[src/rtl/b32d_pkg.sv]
// ----------------------------------------------------------------------------
// b32d_pkg
// Shared types and constants of the base32 stream decoder.
// ----------------------------------------------------------------------------
package b32d_pkg;

  // Width of the per-string output byte counter
  localparam int COUNT_WIDTH = 16;
  // Width used for limit arithmetic (covers the 16-bit limit register)
  localparam int LIMIT_W = (COUNT_WIDTH > 16) ? COUNT_WIDTH : 16;

  // Configuration port
  localparam int CFG_IDX_W  = 1;
  localparam int CFG_DATA_W = 16;
  localparam logic [CFG_IDX_W-1:0] REG_ALPHABET_HEX = 1'd0;
  localparam logic [CFG_IDX_W-1:0] REG_OUT_LIMIT    = 1'd1;
  localparam logic [15:0] OUT_LIMIT_RST = 16'hFFFF;

  // Special characters
  localparam logic [7:0] CHAR_NUL = 8'h00;
  localparam logic [7:0] CHAR_PAD = 8'h3D;  // '='

  // Job queue between front and back end
  localparam int QUEUE_DEPTH = 4;
  localparam int QUEUE_AW    = $clog2(QUEUE_DEPTH);

  // Group geometry: 8 characters of 5 bits give 5 bytes
  localparam int GROUP_BITS = 40;

  // Result kinds
  typedef enum logic [1:0] {
    KIND_DATA = 2'd0,
    KIND_OK   = 2'd1,
    KIND_BAD  = 2'd2,
    KIND_OVF  = 2'd3
  } kind_t;

  // One unit of work for the back end: n_data bytes from the top of bits,
  // then an end result if has_end is set
  typedef struct packed {
    logic [GROUP_BITS-1:0] bits;
    logic [2:0]            n_data;
    logic                  has_end;
    kind_t                 end_kind;
  } job_t;

endpackage

[src/rtl/b32d_ifs.sv]
// ----------------------------------------------------------------------------
// b32d_ifs
// Stream channels of the base32 decoder: characters in, results out.
// ----------------------------------------------------------------------------
interface b32d_in_if;
  logic       valid;
  logic       ready;
  logic [7:0] ch;

  modport source (output valid, output ch, input ready);
  modport sink   (input valid, input ch, output ready);
endinterface

interface b32d_out_if;
  logic       valid;
  logic       ready;
  logic [1:0] kind;
  logic [7:0] out_byte;
  logic       last;

  modport source (output valid, output kind, output out_byte, output last, input ready);
  modport sink   (input valid, input kind, input out_byte, input last, output ready);
endinterface

[src/rtl/base32_stream_decoder.sv]
// ----------------------------------------------------------------------------
// base32_stream_decoder
// Base32 (standard or hex alphabet) string decoder, one character per
// transaction in, one result per transaction out.
// ----------------------------------------------------------------------------
// The decoder accepts one character per cycle whenever its four-entry job
// queue has room; ready drops only while that queue is full. Each character
// is classified in the cycle it is accepted; a completed group, an end of
// string or an error becomes one job, and the serializer behind the queue
// delivers that job's results one per cycle while the output is ready. A
// result passes through the queue entry and then the working job register
// before it reaches the output. Sustained input rate is one character per
// cycle for data while the output keeps up (five results per eight
// characters); runs of end characters that each produce results are limited
// to the serializer's one result per cycle. Configuration writes take effect
// on the next cycle and are meant for when no transaction is in flight.
module base32_stream_decoder import b32d_pkg::*; (
  input  logic                  clk,
  input  logic                  rst,
  b32d_in_if.sink               din,
  b32d_out_if.source            dout,
  input  logic                  cfg_wr_en,
  input  logic [CFG_IDX_W-1:0]  cfg_index,
  input  logic [CFG_DATA_W-1:0] cfg_data
);

  logic        alphabet_hex;
  logic [15:0] out_limit;

  logic push, queue_full, q_valid, pop;
  job_t push_job, q_head;

  // Configuration registers
  always_ff @(posedge clk) begin
    if (rst) begin
      alphabet_hex <= 1'b0;
      out_limit    <= OUT_LIMIT_RST;
    end else if (cfg_wr_en) begin
      unique case (cfg_index)
        REG_ALPHABET_HEX: alphabet_hex <= cfg_data[0];
        REG_OUT_LIMIT:    out_limit    <= cfg_data[15:0];
        default: ;
      endcase
    end
  end

  b32d_front u_front (
    .clk          (clk),
    .rst          (rst),
    .din          (din),
    .alphabet_hex (alphabet_hex),
    .out_limit    (out_limit),
    .queue_full   (queue_full),
    .push         (push),
    .job          (push_job)
  );

  b32d_queue u_queue (
    .clk       (clk),
    .rst       (rst),
    .push      (push),
    .push_job  (push_job),
    .pop       (pop),
    .full      (queue_full),
    .not_empty (q_valid),
    .head      (q_head)
  );

  b32d_back u_back (
    .clk     (clk),
    .rst     (rst),
    .q_valid (q_valid),
    .q_head  (q_head),
    .pop     (pop),
    .dout    (dout)
  );

endmodule

[src/rtl/b32d_front.sv]
// ----------------------------------------------------------------------------
// b32d_front
// Character front end: maps characters, collects groups, tracks the byte
// budget and hands complete jobs to the queue.
// ----------------------------------------------------------------------------
module b32d_front import b32d_pkg::*; (
  input  logic                 clk,
  input  logic                 rst,
  b32d_in_if.sink              din,
  input  logic                 alphabet_hex,
  input  logic [15:0]          out_limit,
  input  logic                 queue_full,
  output logic                 push,
  output job_t                 job
);

  localparam logic [LIMIT_W-1:0] COUNT_MAX =
    LIMIT_W'((64'd1 << COUNT_WIDTH) - 64'd1);

  // {valid, value}
  function automatic logic [5:0] map_char(input logic [7:0] c, input logic hex);
    logic [7:0] d;
    d = 8'd0;
    if (hex) begin
      if (c >= 8'h30 && c <= 8'h39) begin
        d = c - 8'h30;
        return {1'b1, d[4:0]};
      end
      if (c >= 8'h41 && c <= 8'h56) begin
        d = c - 8'h41 + 8'd10;
        return {1'b1, d[4:0]};
      end
    end else begin
      if (c >= 8'h41 && c <= 8'h5A) begin
        d = c - 8'h41;
        return {1'b1, d[4:0]};
      end
      if (c >= 8'h32 && c <= 8'h37) begin
        d = c - 8'h32 + 8'd26;
        return {1'b1, d[4:0]};
      end
    end
    return 6'd0;
  endfunction

  logic [4:0]             grp [8];
  logic [2:0]             fill, fill_next;
  logic [COUNT_WIDTH-1:0] bytes_out, bytes_out_next;
  logic                   draining, draining_next;

  logic                   fire;
  logic [5:0]             mc;
  logic                   is_nul, is_end, grp_we;
  logic [GROUP_BITS-1:0]  pack_old, pack_new;
  logic [2:0]             end_cnt, cnt, n_fit;
  logic [LIMIT_W-1:0]     limit, bo_ext, avail;
  logic                   ovf;

  assign din.ready = !queue_full;

  // Classification, byte budget and job build
  always_comb begin
    fire   = din.valid && din.ready;
    mc     = map_char(din.ch, alphabet_hex);
    is_nul = (din.ch == CHAR_NUL);
    is_end = is_nul || (din.ch == CHAR_PAD);

    for (int i = 0; i < 8; i++) begin
      pack_old[GROUP_BITS-1-5*i -: 5] = grp[i];
      pack_new[GROUP_BITS-1-5*i -: 5] = (3'(i) == fill) ? mc[4:0] : grp[i];
    end

    end_cnt = 3'((6'(fill) * 6'd5) >> 3);
    cnt     = is_end ? end_cnt : 3'd5;

    limit  = (LIMIT_W'(out_limit) > COUNT_MAX) ? COUNT_MAX : LIMIT_W'(out_limit);
    bo_ext = LIMIT_W'(bytes_out);
    avail  = (limit > bo_ext) ? (limit - bo_ext) : '0;
    ovf    = (avail < LIMIT_W'(cnt));
    n_fit  = ovf ? avail[2:0] : cnt;

    fill_next      = fill;
    bytes_out_next = bytes_out;
    draining_next  = draining;
    push           = 1'b0;
    grp_we         = 1'b0;
    job.bits       = pack_old;
    job.n_data     = 3'd0;
    job.has_end    = 1'b0;
    job.end_kind   = KIND_OK;

    if (fire) begin
      if (draining) begin
        if (is_nul) begin
          draining_next  = 1'b0;
          fill_next      = 3'd0;
          bytes_out_next = '0;
        end
      end else if (is_end) begin
        // Partial group, then end result (or an overflow result in place of it)
        push           = 1'b1;
        job.n_data     = n_fit;
        job.has_end    = 1'b1;
        job.end_kind   = ovf ? KIND_OVF : KIND_OK;
        fill_next      = 3'd0;
        bytes_out_next = '0;
        draining_next  = !is_nul;
      end else if (!mc[5]) begin
        push          = 1'b1;
        job.has_end   = 1'b1;
        job.end_kind  = KIND_BAD;
        fill_next     = 3'd0;
        draining_next = 1'b1;
      end else begin
        grp_we = 1'b1;
        if (fill == 3'd7) begin
          // Group complete: five bytes, cut short by the budget
          push           = 1'b1;
          job.bits       = pack_new;
          job.n_data     = n_fit;
          job.has_end    = ovf;
          job.end_kind   = KIND_OVF;
          fill_next      = 3'd0;
          bytes_out_next = bytes_out + COUNT_WIDTH'(n_fit);
          draining_next  = ovf;
        end else begin
          fill_next = fill + 3'd1;
        end
      end
    end
  end

  // Control state
  always_ff @(posedge clk) begin
    if (rst) begin
      fill      <= 3'd0;
      bytes_out <= '0;
      draining  <= 1'b0;
    end else begin
      fill      <= fill_next;
      bytes_out <= bytes_out_next;
      draining  <= draining_next;
    end
  end

  // Group character store
  always_ff @(posedge clk) begin
    if (grp_we) grp[fill] <= mc[4:0];
  end

  // Every job yields at least one result
  a_job_nonempty: assert property (@(posedge clk) disable iff (rst)
    push |-> (job.n_data != 3'd0 || job.has_end))
    else $error("empty job pushed");

  // Budget never exceeded by the counter
  a_budget: assert property (@(posedge clk) disable iff (rst)
    (push && !job.has_end) |-> (LIMIT_W'(job.n_data) <= avail))
    else $error("job exceeds byte budget");

endmodule

[src/rtl/b32d_queue.sv]
// ----------------------------------------------------------------------------
// b32d_queue
// Small job FIFO that decouples the character front end from the result
// serializer.
// ----------------------------------------------------------------------------
module b32d_queue import b32d_pkg::*; (
  input  logic clk,
  input  logic rst,
  input  logic push,
  input  job_t push_job,
  input  logic pop,
  output logic full,
  output logic not_empty,
  output job_t head
);

  job_t                entries [QUEUE_DEPTH];
  logic [QUEUE_AW-1:0] wr_ptr, rd_ptr;
  logic [QUEUE_AW:0]   count;

  assign full      = (count == (QUEUE_AW+1)'(QUEUE_DEPTH));
  assign not_empty = (count != '0);
  assign head      = entries[rd_ptr];

  // Pointers and fill level
  always_ff @(posedge clk) begin
    if (rst) begin
      wr_ptr <= '0;
      rd_ptr <= '0;
      count  <= '0;
    end else begin
      if (push) wr_ptr <= wr_ptr + 1'b1;
      if (pop)  rd_ptr <= rd_ptr + 1'b1;
      if (push && !pop)      count <= count + 1'b1;
      else if (pop && !push) count <= count - 1'b1;
    end
  end

  // Storage
  always_ff @(posedge clk) begin
    if (push) entries[wr_ptr] <= push_job;
  end

  a_no_overrun: assert property (@(posedge clk) disable iff (rst)
    push |-> !full)
    else $error("job queue overrun");

  a_no_underrun: assert property (@(posedge clk) disable iff (rst)
    pop |-> not_empty)
    else $error("job queue underrun");

endmodule

[src/rtl/b32d_back.sv]
// ----------------------------------------------------------------------------
// b32d_back
// Result serializer: turns one job into its results, one per cycle while the output is ready.
// ----------------------------------------------------------------------------
module b32d_back import b32d_pkg::*; (
  input  logic clk,
  input  logic rst,
  input  logic q_valid,
  input  job_t q_head,
  output logic pop,
  b32d_out_if.source dout
);

  job_t       wjob;
  logic       wvalid;
  logic [2:0] idx;

  logic [2:0] total;
  logic       is_data, is_last, out_fire, done;
  logic [7:0] sel;

  // Current result from the working job
  always_comb begin
    total   = wjob.n_data + 3'(wjob.has_end);
    is_data = (idx < wjob.n_data);
    is_last = ((idx + 3'd1) == total);
    case (idx)
      3'd0:    sel = wjob.bits[39:32];
      3'd1:    sel = wjob.bits[31:24];
      3'd2:    sel = wjob.bits[23:16];
      3'd3:    sel = wjob.bits[15:8];
      3'd4:    sel = wjob.bits[7:0];
      default: sel = 8'd0;
    endcase
    out_fire = dout.valid && dout.ready;
    done     = out_fire && is_last;
    pop      = (!wvalid || done) && q_valid;
  end

  assign dout.valid    = wvalid;
  assign dout.kind     = is_data ? KIND_DATA : wjob.end_kind;
  assign dout.out_byte = is_data ? sel : 8'd0;
  assign dout.last     = is_last;

  // Working job control
  always_ff @(posedge clk) begin
    if (rst) begin
      wvalid <= 1'b0;
      idx    <= 3'd0;
    end else if (pop) begin
      wvalid <= 1'b1;
      idx    <= 3'd0;
    end else if (done) begin
      wvalid <= 1'b0;
    end else if (out_fire) begin
      idx <= idx + 3'd1;
    end
  end

  // Working job payload
  always_ff @(posedge clk) begin
    if (pop) wjob <= q_head;
  end

  a_idx_bound: assert property (@(posedge clk) disable iff (rst)
    wvalid |-> (idx < total))
    else $error("result index past end of job");

endmodule
[src/flat_wrapper.sv]
// flat-port wrapper written by rule: the top's interface ports become plain ports
module base32_stream_decoder_flat import b32d_pkg::*;
  (clk, rst, cfg_wr_en, cfg_index, cfg_data, din_valid, din_ch, din_ready, dout_valid, dout_kind, dout_out_byte, dout_last, dout_ready);
  b32d_in_if din_i ();
  b32d_out_if dout_i ();
  input  logic clk;
  input  logic rst;
  input  logic cfg_wr_en;
  input  logic [CFG_IDX_W-1:0] cfg_index;
  input  logic [CFG_DATA_W-1:0] cfg_data;
  input wire logic [$bits(din_i.valid)-1:0] din_valid;
  input wire logic [$bits(din_i.ch)-1:0] din_ch;
  output wire logic [$bits(din_i.ready)-1:0] din_ready;
  output wire logic [$bits(dout_i.valid)-1:0] dout_valid;
  output wire logic [$bits(dout_i.kind)-1:0] dout_kind;
  output wire logic [$bits(dout_i.out_byte)-1:0] dout_out_byte;
  output wire logic [$bits(dout_i.last)-1:0] dout_last;
  input wire logic [$bits(dout_i.ready)-1:0] dout_ready;
  assign din_i.valid = din_valid;
  assign din_i.ch = din_ch;
  assign din_ready = din_i.ready;
  assign dout_valid = dout_i.valid;
  assign dout_kind = dout_i.kind;
  assign dout_out_byte = dout_i.out_byte;
  assign dout_last = dout_i.last;
  assign dout_i.ready = dout_ready;
  base32_stream_decoder u_core (.clk(clk), .rst(rst), .din(din_i), .dout(dout_i), .cfg_wr_en(cfg_wr_en), .cfg_index(cfg_index), .cfg_data(cfg_data));
endmodule
[config.mk]
export PLATFORM = sky130hd
export DESIGN_NAME = base32_stream_decoder_flat
export DESIGN_NICKNAME = d
export VERILOG_FILES = /design/src/rtl/b32d_pkg.sv /design/src/rtl/b32d_ifs.sv /design/src/rtl/base32_stream_decoder.sv /design/src/rtl/b32d_front.sv /design/src/rtl/b32d_queue.sv /design/src/rtl/b32d_back.sv /design/src/flat_wrapper.sv
export SDC_FILE = /design/constraint.sdc
export NUM_CORES = 1
export LEC_CHECK = 0
export ABC_AREA = 1
export BUFFER_PORTS_ARGS = -buffer_cell sky130_fd_sc_hd__buf_4
export CORE_ASPECT_RATIO = 0.7
export CORE_MARGIN = 1.5
export CORE_UTILIZATION = 30
export CTS_BUF_LIST = sky130_fd_sc_hd__clkbuf_8
export DETAILED_ROUTE_END_ITERATION = 10
export PLACE_DENSITY = 0.44
export SLEW_MARGIN = 20
export SYNTH_ARGS = -nofsm -noshare
export SYNTH_HDL_FRONTEND = slang
export SYNTH_HIERARCHICAL = 1
export SYNTH_SLANG_ARGS = --single-unit
[constraint.sdc]
create_clock -name clk -period 6.9 [get_ports clk]
set_clock_uncertainty 0.05 [all_clocks]
set_input_delay 0.345 -clock clk [delete_from_list [all_inputs] [get_ports clk]]
set_output_delay 0.345 -clock clk [all_outputs]
set_load 0.02 [all_outputs]
==> run metrics, run 1 <==
Hold Fails Final Rpt=0; CTS buffer count=51; vias in the first global route=10550; WS Path Type=reg2reg; max-slew violations=0; initial DRC count=848; critical path data arrival time=5.38 ns; Post-Syn Instances=1543; Slew headroom=0.4034; clk sinks=320; Top FF cell, synth=edfxtp_1; Worst R2R Start=u_core/u_front/bo_ext[8]$_SDFFE_PP0P_; worst-case clock buffer depth=3; number of enable flip-flop cells after synthesis=270; number of diodes=0; largest cells by area after synthesis=edfxtp_1 53%, nand2_1 8.1%, dfxtp_1 6.5%; core area=0.05068 mm2; hold worst-path end=u_core/u_queue/count[0]$_SDFFE_PP0P_; I/O pin cnt=43; Antenna Nets Post-Route=0; R2R cell count=27; worst min path class=in2reg; die width=273.4 um; remaining global-route overflow=0; setup TNS=0 ns; power density cells=316.1 mW/mm2; Synth top area share=0.5282; status=complete, no violations; Layout area overhead=13.52%; fin crit share=0.7086; Vias=11010; first-pass GRT wire length=63.68 mm; Net Count, Synth=1625; Unique masters post-synth=47; Synth Warn #=6; row cnt=69; Clock transition at path regs=0.07 ns; RSZ-0062 raised after global routing=false; Lkg Pwr=6.845 nW; Post-Syn Area=0.01535 mm2; nets@finish=1696; Worst Path Max Fanout=7; Worst-Skew Late Latency=0.64 ns; Fmax achieved=0.2045 GHz; Synth area leader=edfxtp_1; largest net degree at the start of global routing=50; CTS tree=done; antenna violations before repair=1; Vert. Die Dim=192.3 um; Port Buffers=42; CTS root buf=clkbuf_8; Max Cap Viol=0; Setup crit end kind=flop; reg2reg end=u_core/u_front/bo_ext[15]$_SDFFE_PP0P_; CTS H-tree depth=2; Reg2Reg Setup Slack=2.01 ns; Routed WL=41.52 mm; GRT Resource Usage Total=0.1590; Via density=4.723; share of layout cells above drive strength 1=0.1123; required time worst endpoint=7.39 ns; number of synthesized register bits=320; Final setup viols=0; routed len/inst=17.81 um; initial core utilization=0.3029; Die ar.=0.05255 mm2; Commonest cells post-synth=332 x nand2_1, 270 x edfxtp_1, 158 x nor2_1, 152 x inv_1, 90 x o21ai_0; Avg Cell Area, Syn=9.948 um2; Worst VDD drop=150.1 uV; sequential area share after synthesis=0.5934; slew of the pin with the lowest slew margin=0.8950 ns; Remaining DRCs=0; count leader, synth=nand2_1; minimum clock period=4.889 ns; DR pass1 iterations=7; Hold Startpoint=rst; Worst Setup Start Kind=flop; hold slack=0.08372 ns; WHS Path Cells=2; global placer's final weighted congestion=0.8876; Post-DP HPWL=27.46 mm; FFs w/ async S/R, synth=0
cell families (layout without fill, tap and decap cells):
group / after synthesis / after routing / synth area share
AND/OR/NAND/NOR: 682 / 682 / 0.1969
buffers and inverters: 216 / 330 / 0.06415
XOR/XNOR: 21 / 21 / 0.01198
AO/OA/AOI/OAI: 252 / 252 / 0.08966
flip-flops: 320 / 320 / 0.5934
adder cells (fa/ha/maj): 52 / 52 / 0.04385
placed cells by master, fill, tap and decap left out, types with 51 or more instances in the layout:
cell,count
o21ai_1,51
nor2_1,158
inv_1,163
o21ai_0,89
edfxtp_1,270
buf_4,52
nand3_1,89
nand2_1,332
clkbuf_8,52
cell type report:
class | instances | area, um2
Sequential cell | 320 | 9110
Clock buffer | 52 | 715.7
Tap cell | 674 | 843.3
Fill cell | 5090 | 33250
Multi-Input combinational cell | 1007 | 5256
Inverter | 163 | 616.8
Timing Repair Buffer | 71 | 580.6
Clock inverter | 44 | 302.8
timing repair:
action                    4_1_cts  5_1_grt
setup buffers                   0        0
resized for setup               0        0
hold endpoints to repair       18        0
hold buffers                   19        0
critical path, stage by stage, from the launching register on:
cell and delay, ns:
dfxtp_1 0.42, inv_1 0.11, ha_1 0.40, nand2_1 0.12, inv_1 0.08, nand2_1 0.06
nor3_1 0.26, nand2_1 0.09, nand2_1 0.08, and2_1 0.19, inv_1 0.05, nor2_1 0.15
ha_1 0.26, nand2_1 0.07, nand2_1 0.06, a21oi_2 0.15, nand2_1 0.16, o21ai_1 0.39
inv_1 0.09, ha_1 0.29, nand3_1 0.07, and2_1 0.23, nor4_1 0.32, nand3_1 0.15
xor2_1 0.17, nor3_1 0.14, nand2_1 0.08, a21oi_1 0.13
power breakdown:
part	switching, W	internal [W]
registers	0.000134	0.00245
logic	0.000910	0.000396
clock network	0.000790	0.000830
through the flow:
stage	worst slack, ns	power (W)	utilization	area, um2	cells
5_1_grt	1.543	0.005837	0.3439	17430	2331
3_5_place_dp	2.095	0.003937	0.3200	16220	2216
4_1_cts	2.103	0.005584	0.3439	17430	2331
6_report	2.011	0.005508	0.3439	17430	2331
3_3_place_gp	2.181	0.003936	0.3200	16220	2216
2_1_floorplan	2.710	0.003471	-	15350	1543
registers in the layout, indices dropped and copies added, names as in the netlist, named ones only:
name / flops
u_core/alphabet_hex: 1
u_core/out_limit: 16
u_core/u_back/dout.valid: 1
u_core/u_back/idx: 3
u_core/u_back/wjob: 46
u_core/u_front/bo_ext: 16
u_core/u_front/draining: 1
u_core/u_front/fill: 3
u_core/u_front/grp: 40
u_core/u_queue/count: 3
u_core/u_queue/entries: 184
u_core/u_queue/rd_ptr: 2
u_core/u_queue/wr_ptr: 2
routing by layer:
layer	global-route usage	vias to the layer above	wire length, um
met5	0	-	0
met4	0.03421	0	559
met3	0.02824	49	2222
met2	0.2279	251	16640
met1	0.2463	5278	22090
li1	-	5431	-
how the worst max path moves through the flow:
stage                                                      from                                     end  slack [ns]
after floorplan                u_core/out_limit[0]$_SDFFE_PP1P_  u_core/u_front/bo_ext[15]$_SDFFE_PP0P_        2.71
after global placement         u_core/out_limit[0]$_SDFFE_PP1P_  u_core/u_front/bo_ext[15]$_SDFFE_PP0P_        2.18
after detailed placement                              din_ch[3]  u_core/u_front/bo_ext[15]$_SDFFE_PP0P_        2.09
after CTS                      u_core/out_limit[0]$_SDFFE_PP1P_  u_core/u_front/bo_ext[15]$_SDFFE_PP0P_        2.10
after global routing      u_core/u_front/bo_ext[6]$_SDFFE_PP0P_   u_core/u_front/bo_ext[8]$_SDFFE_PP0P_        1.54
final                     u_core/u_front/bo_ext[8]$_SDFFE_PP0P_  u_core/u_front/bo_ext[15]$_SDFFE_PP0P_        2.01
(Power assumes the default switching activity.)
==> run 2, diff against run 1 <==
- PLACE_DENSITY: 0.44 -> 0.46
- clock period: 6.9 -> 4.3 ns (I/O delays scaled with it)
==> run 2 against run 1 <==
Effect of this change:
- via count up 2.7%
- flip-flop and latch count unchanged
- sequential share of layout area down 2.0 points
- global-route usage up 0.18 points
- first-iteration DRC count up 18%
- core utilization up 1.4 points
- clock power up 44%
- die area unchanged
- highest routed layer unchanged
==> run metrics, run 2 (synthesis results as in run 1) <==
status=complete, no violations; Setup WS post-layout=0.02346 ns (-1.987 ns); CTS buffer count=51 (unchanged); vias in the first global route=10640 (+0.82%); Post-DP HPWL=28.72 mm (+4.6%); Die ar.=0.05255 mm2 (unchanged); Routed WL=42.26 mm (+1.8%); Vert. Die Dim=192.3 um (unchanged); Final setup viols=0 (unchanged); DR pass1 iterations=6 (-1); Design Area, Final=0.01813 mm2 (+4.0%); Hold Fails Final Rpt=0 (unchanged); Slew headroom=0.2905 (-0.1128); Lkg Pwr=7.191 nW (+5.0%); max FFs per register=184 (unchanged); crit-path max cell delay=0.37 ns (-0.05 ns); Port Buffers=42 (unchanged); Largest Register=u_core/u_queue/entries; Worst Setup Start Kind=flop; most common cell after layout, fill and taps aside=nand2_1; Worst VDD drop=300.6 uV (+100%); row cnt=69 (unchanged); required time worst endpoint=4.80 ns (-2.59 ns); Setup crit end kind=flop; GRT Resource Usage Total=0.1608 (+0.001757); highest-delay cell along the critical path=fa_2; first-pass GRT wire length=64.35 mm (+1.1%); initial DRC count=999 (+18%); CTS H-tree depth=2 (unchanged); max-slew violations=0 (unchanged); antenna violations before repair=0 (-1); number of fill cells=5087 (-0.059%); Multi-input gate area=0.005435 mm2 (+3.4%); initial core utilization=0.3029 (unchanged); I/O pin cnt=43 (unchanged); nets@finish=1777 (+4.8%); Via density=4.708 (-0.32%); Max Cap Viol=0 (unchanged); clk sinks=320 (unchanged); critical path data arrival time=4.78 ns (-0.60 ns); CTS root buf=clkbuf_8; slew of the pin with the lowest slew margin=1.058 ns (+0.1627 ns); share of layout cells above drive strength 1=0.1627 (+0.05046); Fmax achieved=0.2338 GHz (+14%); global placer's final weighted congestion=0.8453 (-4.8%); core area=0.05068 mm2 (unchanged); overall power=0.008697 W (+58%); Worst Path Max Fanout=5 (-2); Top cell by count, worst path=nand2_1; worst min path class=in2reg; worst-case clock buffer depth=3 (unchanged); Remaining DRCs=0 (unchanged); minimum clock period=4.277 ns (-0.6125 ns); Layout area overhead=18.12%; die width=273.4 um (unchanged); Antenna Nets Post-Route=0 (unchanged); Setup WS pre-CTS=-0.09017 ns (-2.185 ns); WS Path Type=reg2reg; dpl cell area=0.01676 mm2 (+3.4%); fin crit share=0.9945 (+0.2860); largest net degree at the start of global routing=58 (+16%); remaining global-route overflow=0 (unchanged); Worst-Skew Late Latency=0.61 ns (-0.03 ns); most frequent cells in the layout=329 x nand2_1, 270 x edfxtp_1, 157 x inv_1, 154 x nor2_1, 120 x buf_4; Vias=11310 (+2.7%); power density cells=479.7 mW/mm2 (+52%); RSZ-0062 raised after global routing=true; routed len/inst=17.60 um (-1.2%); CTS tree=done; Largest regs=u_core/u_queue/entries x184, u_core/u_back/wjob x46, u_core/u_front/grp x40; area occupied by registers=0.009111 mm2 (about the same); Clock transition at path regs=0.07 ns (about the same)
run 2: changes by cell type in the layout (fill, tap and decap cells not counted), sizes merged:
cell / previous run / this run
clkinvlp: 1 / 0
bufinv: 3 / 0
dlygate4sd3: 19 / 28
clkinv: 25 / 17
diode: 0 / 1
buf: 52 / 124
inv: 178 / 179
run 2: worst max-delay path, delay by kind of cell, from the launching register on:
kind            cells  cell delay (ns)
simple gates       17             1.82
fa+ha+maj           4             1.04
compound gates      3             0.46
buf+inv             5             0.34
flops               1             0.33
xor+xnor            1             0.16
run 2: final timing paths:
path,from,endpoint,slack (ns),depth (start not counted)
setup / recovery,u_core/out_limit[0]$_SDFFE_PP1P_,u_core/u_front/bo_ext[15]$_SDFFE_PP0P_,0.02,30
hold / removal,cfg_index,u_core/out_limit[10]$_SDFFE_PP1P_,0.04,4
setup reg to reg,u_core/out_limit[0]$_SDFFE_PP1P_,u_core/u_front/bo_ext[15]$_SDFFE_PP0P_,0.02,30
hold reg to reg,u_core/u_queue/rd_ptr[1]$_SDFFE_PP0P_,flop,0.40,1
run 2: stage by stage:
step                cells  setup TNS, ns  utilization  hold slack [ns]
finish               2402              0       0.3578          0.03876
global route         2401        -0.7847       0.3577          0.03599
CTS                  2396              0       0.3538        0.0003367
detailed placement   2282        -0.3596       0.3308           0.3644
global placement     2282     -0.0009344       0.3308           0.3638
floorplan            1543              0            -           0.2344
run 2: layout make-up:
class,count,area share
inverters,163,0.03402
clock buffers,52,0.03947
flip-flops and latches,320,0.5025
clock inverters,33,0.008005
well taps,674,0.04651
repair buffers,152,0.06956
diodes,1,0.0001380
multi-input cells,1007,0.2998
run 2: metal layers:
layer | routed length (um) | share of wire | global-route usage
met5 | 0 | 0 | 0
met4 | 541 | 0.013 | 0.03379
met3 | 2525 | 0.060 | 0.02775
met2 | 16680 | 0.39 | 0.2207
met1 | 22520 | 0.53 | 0.2578
run 2: report_power, final:
group	internal, W	switching [W]
combinational	0.000730	0.00155
sequential	0.00393	0.000163
clock	0.00112	0.00121
total	0.00577	0.00292
run 2: repair_timing:
item	4_1_cts	5_1_grt
hold buffers	28	0
buffers inserted	1	5
pin swaps	0	17
setup endpoints to repair	8	14
resized for setup	6	36
hold endpoints to repair	34	0
